==> config.mk <==
export PLATFORM = sky130hd
export DESIGN_NAME = utf16_to_utf8_encoder
export DESIGN_NICKNAME = d
export VERILOG_FILES = /design/src/design/u2u8_pkg.sv /design/src/design/utf16_to_utf8_encoder.sv /design/src/design/u2u8_front.sv /design/src/design/u2u8_fifo.sv /design/src/design/u2u8_back.sv
export SDC_FILE = /design/constraint.sdc
export NUM_CORES = 1
export LEC_CHECK = 0
export BUFFER_PORTS_ARGS = -buffer_cell sky130_fd_sc_hd__buf_2
export CAP_MARGIN = 10
export CORE_ASPECT_RATIO = 0.8
export CORE_MARGIN = 3
export CORE_UTILIZATION = 35
export CTS_CLUSTER_SIZE = 12
export DETAILED_ROUTE_END_ITERATION = 7
export PLACE_DENSITY = 0.49
export SYNTH_ARGS = -nofsm -noshare
export SYNTH_HDL_FRONTEND = slang
export SYNTH_SLANG_ARGS = --single-unit
==> constraint.sdc <==
create_clock -name aclk -period 6.48 [get_ports aclk]
set_clock_uncertainty 0.1 [all_clocks]
set_input_delay 0.324 -clock aclk [delete_from_list [all_inputs] [get_ports aclk]]
set_output_delay 0.324 -clock aclk [all_outputs]
set_load 0.02 [all_outputs]
==> src/design/u2u8_pkg.sv <==
// Shared types, codes and the UTF-8 byte builder for the UTF-16/32 to UTF-8 encoder.
package u2u8_pkg;

    // Request kinds on the input channel's tuser
    typedef enum logic [1:0] {
        ACT_UNIT16 = 2'd0,
        ACT_UTF32  = 2'd1,
        ACT_FINISH = 2'd2,
        ACT_NONE   = 2'd3
    } action_t;

    // Result status on the output channel's tuser
    typedef enum logic [1:0] {
        ST_BYTE   = 2'd0,
        ST_STORED = 2'd1,
        ST_ILSEQ  = 2'd2
    } status_t;

    localparam int unsigned QUEUE_DEPTH = 2;
    localparam int unsigned CP_W        = 21;

    localparam logic [31:0] CP_LIMIT     = 32'h0011_0000;
    localparam logic [10:0] SUR_PAIR_ADD = 11'h040;  // 0x10000 >> 10

    // One classified request waiting for the byte emitter
    typedef struct packed {
        status_t           status;
        logic [1:0]        nlast;   // byte count minus one
        logic [CP_W-1:0]   cp;
    } u2u8_entry_t;

    // Byte idx of the UTF-8 form of cp, which is nlast+1 bytes long
    function automatic logic [7:0] utf8_byte(logic [CP_W-1:0] cp, logic [1:0] nlast,
                                             logic [1:0] idx);
        logic [1:0] sel;
        logic [5:0] six;
        logic [7:0] res;
        sel = nlast - idx;
        if (idx == 2'd0) begin
            unique case (nlast)
                2'd0: res = {1'b0, cp[6:0]};
                2'd1: res = {3'b110, cp[10:6]};
                2'd2: res = {4'b1110, cp[15:12]};
                2'd3: res = {5'b11110, cp[20:18]};
                default: res = 8'h00;
            endcase
        end else begin
            unique case (sel)
                2'd0: six = cp[5:0];
                2'd1: six = cp[11:6];
                2'd2: six = cp[17:12];
                default: six = cp[5:0];
            endcase
            res = {2'b10, six};
        end
        return res;
    endfunction

endpackage

==> src/design/utf16_to_utf8_encoder.sv <==
// Top level of the UTF-16/UTF-32 to UTF-8 encoder.
//
//  channel | dir | handshake          | tdata            | tuser       | tlast
//  s_      | in  | s_tvalid/s_tready  | [31:0] code_value| [1:0] action| -
//  m_      | out | m_tvalid/m_tready  | [7:0]  out_byte  | [1:0] status| last
//
// A request is taken each cycle while the entry queue has room; action 3 takes
// no queue slot and gives no result. The emitter sends one byte per cycle while not
// stalled; a request gives 1 to 4 bytes (its UTF-8 length) and the emitter sets the
// rate. The first byte of a request passes the entry queue and then the output
// register. Reset clears the pending surrogate, the queue and m_tvalid. Output stalls
// back up into the queue and then into s_tready; the input side never stalls the output.
module utf16_to_utf8_encoder import u2u8_pkg::*; #(
    parameter int unsigned QDEPTH = QUEUE_DEPTH
) (
    input  logic        aclk,
    input  logic        aresetn,
    input  logic        s_tvalid,
    output logic        s_tready,
    input  logic [31:0] s_tdata,   // [31:0] code_value
    input  logic [1:0]  s_tuser,   // [1:0] action
    output logic        m_tvalid,
    input  logic        m_tready,
    output logic [7:0]  m_tdata,   // [7:0] out_byte
    output logic [1:0]  m_tuser,   // [1:0] status
    output logic        m_tlast
);

    u2u8_entry_t push_entry, head_entry;
    logic        q_push, q_full, q_pop, q_empty;

    u2u8_front u_front (
        .aclk     (aclk),
        .aresetn  (aresetn),
        .s_tvalid (s_tvalid),
        .s_tready (s_tready),
        .s_tdata  (s_tdata),
        .s_tuser  (s_tuser),
        .q_full   (q_full),
        .q_push   (q_push),
        .q_entry  (push_entry)
    );

    u2u8_fifo #(.DEPTH(QDEPTH)) u_fifo (
        .aclk      (aclk),
        .aresetn   (aresetn),
        .push      (q_push),
        .push_data (push_entry),
        .full      (q_full),
        .pop       (q_pop),
        .head      (head_entry),
        .empty     (q_empty)
    );

    u2u8_back u_back (
        .aclk     (aclk),
        .aresetn  (aresetn),
        .head     (head_entry),
        .empty    (q_empty),
        .pop      (q_pop),
        .m_tvalid (m_tvalid),
        .m_tready (m_tready),
        .m_tdata  (m_tdata),
        .m_tuser  (m_tuser),
        .m_tlast  (m_tlast)
    );

endmodule

==> src/design/u2u8_front.sv <==
// Front end: accepts requests, tracks the pending surrogate, classifies into queue entries.
module u2u8_front import u2u8_pkg::*; (
    input  logic        aclk,
    input  logic        aresetn,
    input  logic        s_tvalid,
    output logic        s_tready,
    input  logic [31:0] s_tdata,   // [31:0] code_value
    input  logic [1:0]  s_tuser,   // [1:0] action
    input  logic        q_full,
    output logic        q_push,
    output u2u8_entry_t q_entry
);

    logic [15:0] pending_reg, pending_next;
    logic [15:0] unit;
    logic        accept;
    logic        pend, p_hi, p_lo, u_sur, u_hi, u_lo;
    logic [9:0]  hi10, lo10;
    logic [10:0] plane;
    logic [31:0] enc_val;
    u2u8_entry_t entry;

    // Classify a code point for encoding
    function automatic u2u8_entry_t classify(logic [31:0] v);
        u2u8_entry_t e;
        e.cp = v[CP_W-1:0];
        e.status = ST_BYTE;
        if (v >= CP_LIMIT || v[31:11] == 21'h0_001B) begin
            e.status = ST_ILSEQ;
            e.nlast  = 2'd0;
            e.cp     = '0;
        end else if (v[31:7] == '0) begin
            e.nlast = 2'd0;
        end else if (v[31:11] == '0) begin
            e.nlast = 2'd1;
        end else if (v[31:16] == '0) begin
            e.nlast = 2'd2;
        end else begin
            e.nlast = 2'd3;
        end
        return e;
    endfunction

    assign unit  = s_tdata[15:0];
    assign pend  = (pending_reg != 16'h0000);
    assign p_hi  = (pending_reg[15:10] == 6'b110110);
    assign p_lo  = (pending_reg[15:10] == 6'b110111);
    assign u_sur = (unit[15:11] == 5'b11011);
    assign u_hi  = (unit[15:10] == 6'b110110);
    assign u_lo  = (unit[15:10] == 6'b110111);

    // Pair combine: high and low halves in either arrival order
    assign hi10  = (p_lo && u_hi) ? unit[9:0] : pending_reg[9:0];
    assign lo10  = (p_lo && u_hi) ? pending_reg[9:0] : unit[9:0];
    assign plane = {1'b0, hi10} + SUR_PAIR_ADD;

    assign s_tready = !q_full;
    assign accept   = s_tvalid && s_tready;

    // Request decode
    always_comb begin
        pending_next = pending_reg;
        q_push       = 1'b0;
        enc_val      = {11'h000, plane, lo10};
        entry        = classify(enc_val);
        unique case (action_t'(s_tuser))
            ACT_UNIT16: begin
                q_push = accept;
                if (!u_sur) begin
                    entry = classify({16'h0000, unit});
                    if (pend) begin
                        entry = '{status: ST_ILSEQ, nlast: 2'd0, cp: '0};
                    end
                end else if (!pend) begin
                    entry = '{status: ST_STORED, nlast: 2'd0, cp: '0};
                    if (accept) begin
                        pending_next = unit;
                    end
                end else if ((p_lo && u_hi) || (p_hi && u_lo)) begin
                    if (accept) begin
                        pending_next = 16'h0000;
                    end
                end else begin
                    entry = '{status: ST_ILSEQ, nlast: 2'd0, cp: '0};
                end
            end
            ACT_UTF32: begin
                q_push = accept;
                entry  = classify(s_tdata);
            end
            ACT_FINISH: begin
                q_push = accept;
                if (pend) begin
                    entry = '{status: ST_ILSEQ, nlast: 2'd0, cp: '0};
                end else begin
                    entry = '{status: ST_BYTE, nlast: 2'd0, cp: '0};
                end
            end
            default: begin
                q_push = 1'b0;
            end
        endcase
    end

    assign q_entry = entry;

    // Pending surrogate
    always_ff @(posedge aclk) begin
        if (!aresetn) begin
            pending_reg <= 16'h0000;
        end else begin
            pending_reg <= pending_next;
        end
    end

endmodule

==> src/design/u2u8_fifo.sv <==
// Short entry queue between the classifier and the byte emitter.
module u2u8_fifo import u2u8_pkg::*; #(
    parameter int unsigned DEPTH = QUEUE_DEPTH
) (
    input  logic        aclk,
    input  logic        aresetn,
    input  logic        push,
    input  u2u8_entry_t push_data,
    output logic        full,
    input  logic        pop,
    output u2u8_entry_t head,
    output logic        empty
);

    localparam int unsigned PW = (DEPTH > 1) ? $clog2(DEPTH) : 1;
    localparam int unsigned CW = $clog2(DEPTH + 1);

    u2u8_entry_t   mem_reg [DEPTH];
    logic [PW-1:0] wr_ptr_reg, rd_ptr_reg;
    logic [CW-1:0] count_reg;
    logic          do_push, do_pop;

    assign full    = (count_reg == CW'(DEPTH));
    assign empty   = (count_reg == '0);
    assign do_push = push && !full;
    assign do_pop  = pop && !empty;
    assign head    = mem_reg[rd_ptr_reg];

    // Storage
    always_ff @(posedge aclk) begin
        if (do_push) begin
            mem_reg[wr_ptr_reg] <= push_data;
        end
    end

    // Pointers and fill count
    always_ff @(posedge aclk) begin
        if (!aresetn) begin
            wr_ptr_reg <= '0;
            rd_ptr_reg <= '0;
            count_reg  <= '0;
        end else begin
            if (do_push) begin
                wr_ptr_reg <= (wr_ptr_reg == PW'(DEPTH - 1)) ? '0 : wr_ptr_reg + 1'b1;
            end
            if (do_pop) begin
                rd_ptr_reg <= (rd_ptr_reg == PW'(DEPTH - 1)) ? '0 : rd_ptr_reg + 1'b1;
            end
            if (do_push && !do_pop) begin
                count_reg <= count_reg + 1'b1;
            end else if (do_pop && !do_push) begin
                count_reg <= count_reg - 1'b1;
            end
        end
    end

endmodule

==> src/design/u2u8_back.sv <==
// Back end: walks each queue entry and emits its UTF-8 bytes through an output register.
module u2u8_back import u2u8_pkg::*; (
    input  logic        aclk,
    input  logic        aresetn,
    input  u2u8_entry_t head,
    input  logic        empty,
    output logic        pop,
    output logic        m_tvalid,
    input  logic        m_tready,
    output logic [7:0]  m_tdata,   // [7:0] out_byte
    output logic [1:0]  m_tuser,   // [1:0] status
    output logic        m_tlast
);

    logic [1:0] idx_reg, idx_next;
    logic       m_tvalid_reg;
    logic [7:0] m_tdata_reg;
    logic [1:0] m_tuser_reg;
    logic       m_tlast_reg;
    logic       load, last_byte;
    logic [7:0] byte_val;

    assign load      = !empty && (!m_tvalid_reg || m_tready);
    assign last_byte = (idx_reg == head.nlast);
    assign pop       = load && last_byte;
    assign byte_val  = (head.status == ST_BYTE) ? utf8_byte(head.cp, head.nlast, idx_reg)
                                                : 8'h00;

    // Byte index within the current entry
    always_comb begin
        idx_next = idx_reg;
        if (load) begin
            idx_next = last_byte ? 2'd0 : idx_reg + 2'd1;
        end
    end

    // Control
    always_ff @(posedge aclk) begin
        if (!aresetn) begin
            idx_reg      <= 2'd0;
            m_tvalid_reg <= 1'b0;
        end else begin
            idx_reg <= idx_next;
            if (load) begin
                m_tvalid_reg <= 1'b1;
            end else if (m_tready) begin
                m_tvalid_reg <= 1'b0;
            end
        end
    end

    // Output payload
    always_ff @(posedge aclk) begin
        if (load) begin
            m_tdata_reg <= byte_val;
            m_tuser_reg <= head.status;
            m_tlast_reg <= last_byte;
        end
    end

    assign m_tvalid = m_tvalid_reg;
    assign m_tdata  = m_tdata_reg;
    assign m_tuser  = m_tuser_reg;
    assign m_tlast  = m_tlast_reg;

endmodule

==> results by stage <==
Status:
- The flow ran to the end, and the final reports show no timing, DRC or antenna violations.

Clock network:
- Buffers inserted during clock tree synthesis total 9.
- The clock tree from TritonCTS is built.
- The buffers inserted during post-CTS setup optimization is 0.
- Counting every sink on the clock net gives 85.
- The number of cells upsized or downsized after cts is 0.
- The clock passes through at most 2 buffers.
- Buffers inserted to repair hold after CTS numbered 0.
- The H-tree generated during clock tree synthesis spans 3 levels.
- The root buffer cell chosen for the clock tree is clkbuf_16.
- The clock reaches the later pin of the worst-skew pair after 0.33 ns.
- Clock-pin slew was measured on the worst setup and hold paths at 0.06 ns.

Global route:
- The total global-route track usage is 0.164.
- The first global-routing pass estimated about 18000 um of wire.
- The pin count of the biggest net entering global routing is 31.
- met2 is the most crowded layer.
- The via count of the first global-routing pass is ~3300.
- The routing usage on met3 is 0.0369.
- The initial antenna violation count was 0.
- The met2 usage is 0.253.
- For met1 alone, demand over resource in global routing was 0.238.
- Global routing finished with a remaining overflow of 0.

Logic synthesis:
- The mapped cell area is approximately 0.0045 sq mm.
- The average instance in the mapped netlist occupies 11.0 sq um.
- The sequential element share of the synthesized area is 0.511.
- Counting flops with an async set or reset pin after synthesis yields a share of 0.
- The most frequently used flop master after synthesis is edfxtp_1.
- For this run, the number of Yosys warnings is 0.
- The number of flops mapped to enable cells by yosys is 61.
- The post-synthesis instance total is 413.
- Synthesis inferred 85 register bits.
- Counting distinct cell types in the post-synthesis netlist gives 63.
- The number of nets handed over by synthesis was 459.

Detailed routing:
- After detailed routing, the number of vias per cell comes to 5.44.
- For this run, design rule violations remaining after detail routing come to 0.
- Before antenna repair, the detailed router went through 5 iterations.
- In this run the remaining antenna-violating nets after routing total 0.
- The wire length after detailed routing is 11700 um.
- The routed layout has ~3400 vias.
- The detailed router's first-iteration violation count is 295.
- The average wire per cell in the routed design is 18.5 um.

Cells and area:
- Measured on the finished design, the core utilization comes to 0.421.
- The number of nets in the finished design is between 500 and 600.
- From synthesis to final layout, the design area changed by 15.3%.
- The repair_antennas step left the layout with diodes totalling 0.
- The commonest non-fill, non-tap cell in the layout is edfxtp_1.
- The register with the most flip-flops in the layout has 50 of them.
- In the layout the commonest cells are 61 x edfxtp_1, 50 x buf_2, 29 x nand2_1, 24 x dfxtp_1, 23 x nor2b_1.
- In the final layout, the share of cells above drive strength 1 is 0.219.
- The number of filler instances in the final layout is 1205.

Placed design:
- The number of buffers added on ports is 50.
- Routability-driven placement finished with a final weighted congestion of 0.895.
- The half-perimeter wire length after detailed placement is 8640 um.

Setup path:
- The category of the critical setup timing path is flip-flop to flip-flop.
- Of all nets on the critical path, the largest fanout is 21.
- The launching element type of the critical path is a flip-flop.
- The kind of capture point of the worst setup path is a flip-flop.
- The endpoint arrival time on the critical path is approximately 4.0 ns.
- Data on the critical path is required at its endpoint by 6.42 ns.
- The slack of the worst reg-to-reg path is 2.47 ns.

Timing:
- At the pin with the least slew margin, the transition time is 0.955 ns.
- The total setup violations reported at the end of the flow is 0.
- The final critical-path required period is 4.01 ns.
- The worst-case headroom to the max-slew limit is 0.361.
- The maximum operating frequency is 249 MHz.
- Across all hold checks on the routed design, the worst slack comes to roughly 0.23 ns.
- In the finished design, the share of the clock period the worst path needs comes to 0.619.
- Adding up every negative setup slack in the final design gives 0 ns.
- Setup repair after global routing left no endpoint under its margin.
- The number of max-slew violations in the final report is 0.
- The final number of hold-violating endpoints came to 0.

Power and ir drop:
- Power spread over the standard cell area amounts to roughly 340 mW/mm^2.
- Across the VDD grid, the largest voltage drop is around 0.00016 V.
- The power after layout is roughly 1.8 mW.
- In this run the static leakage power is 1.92 nW.

Hold path:
- The tightest min-delay check is of the primary input to flip-flop type.

Floorplan:
- The placeable core area is 0.0124 sq mm.
- In this run the core area contains 36 standard-cell rows.
- The number of ports placed on the die boundary is 51.
- In this run the vertical extent of the chip is 108 um.
- The die outline width is 133 um.
- The initial utilization of the core area, before any placement, comes to 0.365.
- The die area is 0.0143 sq mm.

Flow run:
- The tool flagged a number of max-cap violations equal to 0.
## report_power, final
group	switching (mW)	internal [mW]	total (mW)	leakage, nW
logic	0.346	0.218	0.564	1.00
registers	0.0298	0.694	0.724	0.776
clock network	0.200	0.298	0.499	0.142
total	0.576	1.21	1.79	1.92
## cells by family after synthesis
logic type      count (synthesis)  share of synthesized area
simple gates                  137                      0.163
compound gates                105                      0.177
xor+xnor                        9                     0.0174
flops                          85                      0.511
buf+inv                        39                     0.0376
mux                            30                     0.0716
fa+ha+maj                       8                     0.0221
## synth_stat cells (10+ instances only)
cell type  count  area, sq um
a21oi_1       22          110
a22oi_1       15          113
a32o_1        10          100
clkbuf_1      16         60.1
dfxtp_1       24          480
edfxtp_1      61         1830
inv_1         15         56.3
mux2_2        19          214
mux2i_1       11          110
nand2_1       29          109
nand3_1       11         55.1
nor2_1        23         86.3
nor2b_1       23          144
## routing by layer
layer  vias to the layer above  share of wire
met5                         -              0
met4                         0         0.0044
met3                         4          0.049
met2                        93           0.45
met1                      1685           0.50
li1                       1654              -
## final timing paths
check,from,endpoint,cells past startpoint
max reg2reg,u_front.pending_reg[15]$_SDFFE_PN0P_,u_fifo.mem_reg[1][24]$_DFFE_PP_,11
min,s_tdata[16],u_fifo.mem_reg[1][16]$_DFFE_PP_,2
max,u_front.pending_reg[15]$_SDFFE_PN0P_,u_fifo.mem_reg[1][24]$_DFFE_PP_,11
min reg2reg,u_front.pending_reg[13]$_SDFFE_PN0P_,u_front.pending_reg[13]$_SDFFE_PN0P_,1
## metrics by stage
step | cell area, sq um | setup slack [ns] | std cells
after floorplan | 4520 | 2.88 | 413
after global placement | 4920 | 2.37 | 616
after detailed placement | 4920 | 2.34 | 616
after CTS | 5220 | 2.45 | 632
after global routing | 5220 | 2.14 | 632
final | 5220 | 2.47 | 632
## worst max-delay path: stages, from the launching register on
cell and delay [ns]:
dfxtp_1 0.37, and4b_1 0.26, nand4b_1 0.24, o21ai_0 0.28, and2_1 0.23, inv_1 0.08
ha_1 0.30, or4_1 0.54, a31oi_2 0.30, a22oi_4 0.15, nor2_2 0.67, nor3_1 0.19
## layout make-up
cell class                 count  area [sq um]  share of cell area
clock inverter                 6          62.6              0.0120
multi-input combinational    289          2050               0.392
clock buffer                  10           229              0.0439
tap                          171           214              0.0410
timing repair buffer          56           295              0.0566
sequential                    85          2310               0.443
inverter                      15          56.3              0.0108
Note: power is estimated with default switching activity, not from simulation.
